--- src/hdl/assert_macros.svh ---
// Assertion macros shared by the IQ pair assembler RTL.
// Each macro samples on clk_i; the reset-aware form disables on rst_ni low.
`ifndef ASSERT_MACROS_SVH
`define ASSERT_MACROS_SVH

// Checked on every rising clk_i edge while rst_ni is high.
`define ASSERT_CLK(label, prop, msg) \
  label: assert property (@(posedge clk_i) disable iff (!rst_ni) (prop)) else $error(msg);

// Checked on every rising clk_i edge, reset included.
`define ASSERT_ALWAYS(label, prop, msg) \
  label: assert property (@(posedge clk_i) (prop)) else $error(msg);

`endif

--- src/hdl/iqpa_pkg.sv ---
// Shared types and constants for the IQ pair assembler.
// Used by iqpa_scale, iqpa_pair and the top level; no dependencies.
package iqpa_pkg;

  localparam int CODE_BITS_DEF  = 24;
  localparam int COUNT_BITS_DEF = 32;

  localparam int WORD_W  = 32;
  localparam int VAL_W   = 31;
  localparam int TOTAL_W = 32;
  localparam int GAIN_W  = 3;
  localparam int CHAN_W  = 4;
  localparam int PREV_W  = 5;
  localparam int CODE_LSB = 8;

  // Stream data widths, rounded up to whole bytes.
  localparam int S_TDATA_W = 40;
  localparam int M_TDATA_W = 96;

  localparam logic [PREV_W-1:0] NO_CHANNEL = PREV_W'(16);
  localparam logic [CHAN_W-1:0] CH_I       = CHAN_W'(0);
  localparam logic [CHAN_W-1:0] CH_Q       = CHAN_W'(1);

  typedef enum logic {
    ACT_DATA     = 1'b0,
    ACT_DEADLINE = 1'b1
  } action_e;

  typedef logic signed [VAL_W-1:0] val_t;

  // Result of one step, handed from the pairing logic to the output register.
  typedef struct packed {
    logic                  has;
    logic                  timed_out;
    val_t                  i_value;
    val_t                  q_value;
    logic [TOTAL_W-1:0]    timeout_total;
  } pair_res_t;

endpackage

--- src/hdl/iqpa_scale.sv ---
// Code scaler: offset-binary ADC code to signed voltage in Vref/2^30 units.
// Depends on iqpa_pkg.
module iqpa_scale import iqpa_pkg::*; #(
  parameter int CODE_BITS = CODE_BITS_DEF
) (
  input  logic [WORD_W-1:0] data_word_i,
  input  logic [GAIN_W-1:0] gain_log2_i,
  output val_t              value_o
);

  localparam int BaseShift = VAL_W - CODE_BITS;

  logic        [CODE_BITS-1:0] code;
  logic signed [CODE_BITS-1:0] diff;
  logic        [4:0]           shift;
  val_t                        ext;

  assign code  = data_word_i[CODE_LSB +: CODE_BITS];
  // code minus half scale: flip the top bit
  assign diff  = {~code[CODE_BITS-1], code[CODE_BITS-2:0]};
  assign ext   = VAL_W'(diff);
  assign shift = 5'(BaseShift) - 5'(gain_log2_i);
  assign value_o = ext <<< shift;

endmodule

--- src/hdl/iqpa_pair.sv ---
// Pairing state: channel tracking, pending and last good values, timeout count.
// Depends on iqpa_pkg, iqpa_scale and assert_macros.svh.
`include "assert_macros.svh"

module iqpa_pair import iqpa_pkg::*; #(
  parameter int CODE_BITS  = CODE_BITS_DEF,
  parameter int COUNT_BITS = COUNT_BITS_DEF
) (
  input  logic              clk_i,
  input  logic              rst_ni,
  input  logic              step_i,
  input  logic              action_i,
  input  logic [WORD_W-1:0] data_word_i,
  input  logic              dedup_enable_i,
  input  logic [GAIN_W-1:0] gain_log2_i,
  output pair_res_t         res_o
);

  logic [PREV_W-1:0]     prev_ch_q, prev_ch_d;
  logic                  i_cap_q, i_cap_d, q_cap_q, q_cap_d;
  val_t                  i_pend_q, i_pend_d, q_pend_q, q_pend_d;
  val_t                  good_i_q, good_i_d, good_q_q, good_q_d;
  logic [COUNT_BITS-1:0] cnt_q, cnt_d;
  logic [CHAN_W-1:0]     ch;
  val_t                  scaled;
  logic [TOTAL_W-1:0]    total;
  logic                  res_has;
  logic                  res_timed_out;
  val_t                  res_i;
  val_t                  res_q;

  iqpa_scale #(.CODE_BITS(CODE_BITS)) u_scale (
    .data_word_i (data_word_i),
    .gain_log2_i (gain_log2_i),
    .value_o     (scaled)
  );

  assign ch = data_word_i[CHAN_W-1:0];

  always_comb begin
    prev_ch_d = prev_ch_q;
    i_cap_d   = i_cap_q;
    q_cap_d   = q_cap_q;
    i_pend_d  = i_pend_q;
    q_pend_d  = q_pend_q;
    good_i_d  = good_i_q;
    good_q_d  = good_q_q;
    cnt_d     = cnt_q;
    res_has       = 1'b0;
    res_timed_out = 1'b0;
    res_i         = i_pend_q;
    res_q         = q_pend_q;
    if (action_e'(action_i) == ACT_DEADLINE) begin
      res_has       = 1'b1;
      res_timed_out = 1'b1;
      res_i         = i_cap_q ? i_pend_q : good_i_q;
      res_q         = q_cap_q ? q_pend_q : good_q_q;
      cnt_d   = (cnt_q == '1) ? cnt_q : cnt_q + 1'b1;
      i_cap_d = 1'b0;
      q_cap_d = 1'b0;
    end else if (!(dedup_enable_i && ({1'b0, ch} == prev_ch_q))) begin
      prev_ch_d = {1'b0, ch};
      if (ch == CH_I) begin
        i_pend_d = scaled;
        i_cap_d  = 1'b1;
      end else if (ch == CH_Q) begin
        q_pend_d = scaled;
        q_cap_d  = 1'b1;
      end
      if (i_cap_d && q_cap_d) begin
        res_has  = 1'b1;
        res_i    = i_pend_d;
        res_q    = q_pend_d;
        good_i_d = i_pend_d;
        good_q_d = q_pend_d;
        i_cap_d  = 1'b0;
        q_cap_d  = 1'b0;
      end
    end
  end

  // Report the count after this step, clamped to the result field.
  if (COUNT_BITS > TOTAL_W) begin : g_clamp
    assign total = (|cnt_d[COUNT_BITS-1:TOTAL_W]) ? '1 : cnt_d[TOTAL_W-1:0];
  end else begin : g_extend
    assign total = TOTAL_W'(cnt_d);
  end

  assign res_o = {res_has, res_timed_out, res_i, res_q, total};

  always_ff @(posedge clk_i or negedge rst_ni) begin
    if (!rst_ni) begin
      prev_ch_q <= NO_CHANNEL;
      i_cap_q   <= 1'b0;
      q_cap_q   <= 1'b0;
      i_pend_q  <= '0;
      q_pend_q  <= '0;
      good_i_q  <= '0;
      good_q_q  <= '0;
      cnt_q     <= '0;
    end else if (step_i) begin
      prev_ch_q <= prev_ch_d;
      i_cap_q   <= i_cap_d;
      q_cap_q   <= q_cap_d;
      i_pend_q  <= i_pend_d;
      q_pend_q  <= q_pend_d;
      good_i_q  <= good_i_d;
      good_q_q  <= good_q_d;
      cnt_q     <= cnt_d;
    end
  end

  `ASSERT_ALWAYS(a_caps_not_both, !(i_cap_q && q_cap_q), "both channels held after a step")
  `ASSERT_CLK(a_cnt_monotonic, 1'b1 |=> cnt_q >= $past(cnt_q), "timeout count went down")
  `ASSERT_CLK(a_timeout_counted, res_o.has && res_o.timed_out |-> res_o.timeout_total != '0,
              "deadline result with zero timeout total")

endmodule

--- src/hdl/iq_pair_assembler_with_timeout.sv ---
// Top level of the IQ pair assembler: input stage, pairing logic, output register.
// Depends on iqpa_pkg, iqpa_pair and assert_macros.svh.
`include "assert_macros.svh"

// Takes one stream word per cycle unless a waiting pair stalls it, and returns at most one IQ pair per word.
// A word passes through an input register, is decided combinationally against
// the pairing state, and its result lands in the output register, which drives
// m_axis_tvalid; one word per cycle is sustained while m_axis_tready stays high;
// a word that yields no pair still advances while a finished pair waits, and a
// word that yields a pair holds s_axis_tready low until the waiting pair is
// taken.
// s_axis_tdata carries data_word in [31:0] and dedup_enable in [32];
// s_axis_tuser is the action (0 data word, 1 pair deadline). m_axis_tdata
// carries i_value [30:0], q_value [61:31] and timeout_total [93:62];
// m_axis_tuser is timed_out.
// Write gain_log2 through the cfg channel only while the block is idle.
module iq_pair_assembler_with_timeout import iqpa_pkg::*; #(
  parameter int CODE_BITS  = CODE_BITS_DEF,
  parameter int COUNT_BITS = COUNT_BITS_DEF
) (
  input  logic                 clk_i,
  input  logic                 rst_ni,
  // cfg_data_i: gain_log2 [2:0]
  input  logic                 cfg_valid_i,
  output logic                 cfg_ready_o,
  input  logic [GAIN_W-1:0]    cfg_data_i,
  input  logic                 s_axis_tvalid,
  output logic                 s_axis_tready,
  // s_axis_tdata: data_word [31:0], dedup_enable [32], zero fill [39:33]
  input  logic [S_TDATA_W-1:0] s_axis_tdata,
  // s_axis_tuser: action [0]
  input  logic                 s_axis_tuser,
  output logic                 m_axis_tvalid,
  input  logic                 m_axis_tready,
  // m_axis_tdata: i_value [30:0], q_value [61:31], timeout_total [93:62], zero fill [95:94]
  output logic [M_TDATA_W-1:0] m_axis_tdata,
  // m_axis_tuser: timed_out [0]
  output logic                 m_axis_tuser
);

  logic              cfg_fire;
  logic [GAIN_W-1:0] gain_log2_q;
  logic              in_valid_q;
  logic              in_action_q;
  logic [WORD_W-1:0] in_word_q;
  logic              in_dedup_q;
  logic              fire;
  logic              out_valid_q;
  pair_res_t         res;
  pair_res_t         out_q;

  assign cfg_fire = cfg_valid_i;

  always_ff @(posedge clk_i or negedge rst_ni) begin
    if (!rst_ni) begin
      gain_log2_q <= '0;
    end else if (cfg_fire) begin
      gain_log2_q <= cfg_data_i;
    end
  end

  assign cfg_ready_o = 1'b1;

  iqpa_pair #(
    .CODE_BITS  (CODE_BITS),
    .COUNT_BITS (COUNT_BITS)
  ) u_pair (
    .clk_i          (clk_i),
    .rst_ni         (rst_ni),
    .step_i         (fire),
    .action_i       (in_action_q),
    .data_word_i    (in_word_q),
    .dedup_enable_i (in_dedup_q),
    .gain_log2_i    (gain_log2_q),
    .res_o          (res)
  );

  // Advance the held word unless its result would overwrite a waiting pair.
  assign fire = in_valid_q && (!res.has || !out_valid_q || m_axis_tready);
  assign s_axis_tready = !in_valid_q || fire;

  always_ff @(posedge clk_i or negedge rst_ni) begin
    if (!rst_ni) begin
      in_valid_q  <= 1'b0;
      out_valid_q <= 1'b0;
    end else begin
      if (s_axis_tready) begin
        in_valid_q <= s_axis_tvalid;
      end
      if (fire && res.has) begin
        out_valid_q <= 1'b1;
      end else if (m_axis_tready) begin
        out_valid_q <= 1'b0;
      end
    end
  end

  always_ff @(posedge clk_i) begin
    if (s_axis_tready && s_axis_tvalid) begin
      in_action_q <= s_axis_tuser;
      in_word_q   <= s_axis_tdata[WORD_W-1:0];
      in_dedup_q  <= s_axis_tdata[WORD_W];
    end
    if (fire && res.has) begin
      out_q <= res;
    end
  end

  assign m_axis_tvalid = out_valid_q;
  assign m_axis_tuser  = out_q.timed_out;
  assign m_axis_tdata  = {2'b00, out_q.timeout_total, out_q.q_value, out_q.i_value};

  `ASSERT_CLK(a_out_from_step, $rose(m_axis_tvalid) |-> $past(fire),
              "result appeared without a processed word")
  `ASSERT_CLK(a_wait_holds_word, in_valid_q && !fire |=> in_valid_q,
              "held word lost while the output was stalled")
  `ASSERT_CLK(a_out_stable, m_axis_tvalid && !m_axis_tready |=> m_axis_tvalid && $stable(m_axis_tdata) && $stable(m_axis_tuser),
              "waiting pair changed before it was taken")

endmodule

--- config.mk ---
export PLATFORM = sky130hd
export DESIGN_NAME = iq_pair_assembler_with_timeout
export DESIGN_NICKNAME = d
export VERILOG_FILES = /design/src/hdl/iqpa_pkg.sv /design/src/hdl/iqpa_scale.sv /design/src/hdl/iqpa_pair.sv /design/src/hdl/iq_pair_assembler_with_timeout.sv
export VERILOG_INCLUDE_DIRS = /design/src /design/src/hdl
export SDC_FILE = /design/constraint.sdc
export NUM_CORES = 1
export LEC_CHECK = 0
export BUFFER_PORTS_ARGS = -buffer_cell sky130_fd_sc_hd__buf_2
export CORE_UTILIZATION = 30
export DETAILED_ROUTE_END_ITERATION = 12
export HOLD_SLACK_MARGIN = 0.08
export PLACE_DENSITY = 0.48
export SYNTH_ARGS = -nofsm -noshare
export SYNTH_HDL_FRONTEND = slang
export SYNTH_SLANG_ARGS = --single-unit
--- constraint.sdc ---
create_clock -name clk_i -period 5.4 [get_ports clk_i]
set_clock_uncertainty 0.1 [all_clocks]
set_input_delay 1.08 -clock clk_i [delete_from_list [all_inputs] [get_ports clk_i]]
set_output_delay 1.08 -clock clk_i [all_outputs]
set_load 0.1 [all_outputs]
==> impl_metrics.py <==
metrics = {
    "global_route": {
        "grt_usage_pct": 15.1,
        "grt_max_degree": 129,
        "overflow": 0,
        "grt_pass1_vias": 8805,
        "antenna_found_initial": 0,
        "grt_pass1_wl_um": 52000,
    },
    "floorplanning": {
        "start_util_pct": 30.5,
        "rows": 76,
        "dieArea_um2": 44700,
        "die_y_um": 211,
        "io-pin-count": 149,
        "fp.dieW_um": 211,
        "coreArea_um2": 43200,
    },
    "clock_tree": {
        "ctsResizeCount": 0,
        "clock_latency_ps": 540,
        "cts.path.max_buffers": 3,
        "post_cts_buffers": 0,
        "ctsHoldBuffers": 0,
        "htreeDepth": 2,
        "cts_tree": "built",
        "clockRootBuffer": "clkbuf_16",
        "clk_pin_slew_worst_paths_ps": 50,
        "numCtsBuffers": 35,
        "clock_sinks": 293,
    },
    "finish": {
        "regArea_um2": 7960,
        "nNetsFinal": 1343,
        "final_common_cell": "o21ai_0",
        "multi_input_area_um2": 4870,
        "antennaDiodeCount": 0,
        "fill_cells": 4333,
        "fin_cells": 1904,
        "drive_gt1_share_pct": 17.6,
        "final_cell_mix": "171 x o21ai_0, 169 x nand2_1, 167 x dfrtp_1, 133 x buf_2, 125 x edfxtp_1",
        "area_delta_synth_final_pct": 17.7,
    },
    "setup_path": {
        "cp_max_fo": 7,
        "critPathLaunch": "in_word_q[0]",
        "startpoint_type": "flip-flop",
        "crit_type": "flip-flop to output port",
        "cp_data_required_time_ps": 4220,
        "reg2reg_from": "in_word_q[0]",
        "crit_arrival_ps": 2700,
        "endpoint_kind": "output port",
    },
    "logic_synthesis": {
        "avgSynthCellArea_um2": 11.1,
        "syn_inst": 1190,
        "yosysUniqueCellTypes": 59,
        "yosys_warnings": 0,
        "ys_seq_area_share_pct": 60.5,
        "synth_edf_count": 125,
        "ys_seq_elements": 293,
        "synth_area_um2": 13200,
        "synth_ff_type": "dfrtp_1",
        "async_flop_share_pct": 57.3,
    },
    "run_status": {
        "status": "complete, no violations",
    },
    "power": {
        "p_leak_nw": 6.42,
        "p_per_area_nw_per_um2": 406,
        "ir_drop_mv": 0.267,
    },
    "worst_hold_path": {
        "hold_path.class": "flip-flop to flip-flop",
        "min_from": "u_pair.good_q_q[8]",
    },
    "drt": {
        "drt_iter0_drc": 681,
        "first_pass_iters": 6,
        "via_count": 9055,
        "wl_um": 33400,
        "avgRoutedWirePerCell_um": 17.5,
        "post_drt_via_cell_ratio": 4.76,
        "ant_nets": 0,
        "remaining_drc_errors": 0,
    },
    "sta": {
        "max_freq_mhz": 258,
        "rsz0062_at_grt": "false",
        "hold_viol_final": 0,
        "fin_crit_ps": 3880,
        "maxSlewViolCount": 0,
        "min_period_over_period_pct": 71.9,
        "fin_tns_setup_ps": 0,
        "slew_headroom_pct": 33.5,
        "tightest_slew_ps": 995,
        "finalSetupViolCount": 0,
    },
    "placed_design": {
        "portBuffers": 134,
        "dp.cells": 1841,
        "globalplace.congestion": 0.763,
        "dp_hpwl_um": 22000,
    },
    "job": {
        "cap_violations": 0,
    },
}
-- final timing paths --
kind,end,slack [ps],depth (start not counted)
hold reg to reg,u_pair.good_q_q[8],380,2
setup reg to reg,m_axis_tdata[13],1830,6
max in group asynchronous,u_pair.good_i_q[28],3470,2
hold / removal,u_pair.good_q_q[8],380,2
min in group asynchronous,u_pair.i_pend_q[0],520,1
setup / recovery,s_axis_tready,1520,6
-- critical path, stage by stage (launching register included) --
cell      delay, ps
edfxtp_1        500
xor2_1          210
nor3_1          360
nand3_1         250
a21o_1          270
nand3_1         140
buf_2           440
-- synthesized netlist by cell type (4+ instances only) --
cell / count / share of area [%]
o21ai_0: 171 / 6.5
nand2_1: 170 / 4.8
dfrtp_1: 167 / 32
edfxtp_1: 125 / 29
nor2_1: 97 / 2.8
mux2i_1: 68 / 5.2
a21oi_1: 55 / 2.1
a22oi_1: 48 / 2.7
clkbuf_1: 46 / 1.3
xor2_1: 35 / 2.3
xnor2_1: 30 / 2.0
buf_2: 23 / 0.87
mux2_2: 17 / 1.5
nand4_1: 14 / 0.67
a221o_1: 11 / 0.84
nand3_1: 11 / 0.42
nor3_1: 10 / 0.38
and2_1: 9 / 0.43
buf_1: 8 / 0.23
inv_1: 7 / 0.20
and3_1: 6 / 0.29
a21o_1: 5 / 0.29
and4_1: 4 / 0.27
nand2b_1: 4 / 0.19
nor2b_1: 4 / 0.19
-- power breakdown --
part / leakage (nW) / total, W / switching [W] / internal (W)
Combinational: 2.40 / 0.00121 / 0.000898 / 0.000307
Sequential: 3.47 / 0.00279 / 0.000179 / 0.00261
Clock: 0.543 / 0.00229 / 0.000922 / 0.00137
Total: 6.42 / 0.00629 / 0.00200 / 0.00429
-- flip-flops by register name (all words and copies together) (netlist names), 3 cells and up --
signal and cells:
m_axis_tdata 94, u_pair.cnt_q 32, u_pair.good_i_q 31, u_pair.good_q_q 31, u_pair.i_pend_q 31, u_pair.q_pend_q 31
in_word_q 28, u_pair.prev_ch_q 5, gain_log2_q 3
-- per-layer routing --
layer  up-vias  track usage [%]  wire length [um]
li1       4446                -                 -
met1      4403             22.5             16700
met2       170             22.4             14700
met3        36             2.82              1450
met4         0             3.65               568
met5         -                0                 0
-- cell type report --
cell class                 count  share of cell area [%]
timing repair buffer         146                    5.11
tap                          585                    4.73
inverter                       8                   0.194
multi-input combinational    809                    31.4
sequential                   293                    51.4
clock buffer                  45                    6.03
clock inverter                18                    1.11
-- metrics by stage --
step / util, % / area, um2 / worst slack [ps] / hold slack (ps) / power (W)
4_1_cts: 35.9 / 15500 / 1470 / 383 / 0.00638
6_report: 35.9 / 15500 / 1520 / 378 / 0.00629
3_5_place_dp: 33.3 / 14400 / 1690 / 370 / 0.00405
5_1_grt: 35.9 / 15500 / 1340 / 405 / 0.00660
2_1_floorplan: - / 13200 / 813 / 348 / 0.00375
3_3_place_gp: 33.3 / 14400 / 1780 / 361 / 0.00403
-- cells by family (layout without fill, tap and decap cells) --
| group | count (synthesis) | in the layout | share of synthesized area [%] |
|---|---|---|---|
| xor gates and xnor gates | 65 | 65 | 4.32 |
| AOI/OAI and AO/OA | 311 | 311 | 14.0 |
| muxes | 86 | 86 | 6.80 |
| other | 2 | 3 | 0.0571 |
| DFF | 293 | 293 | 60.5 |
| buffers and inverters | 89 | 217 | 2.90 |
| and+or+nand+nor | 343 | 343 | 11.4 |
| adders and majority gates | 1 | 1 | 0.0950 |
Note: power is estimated with default switching activity, not from simulation.
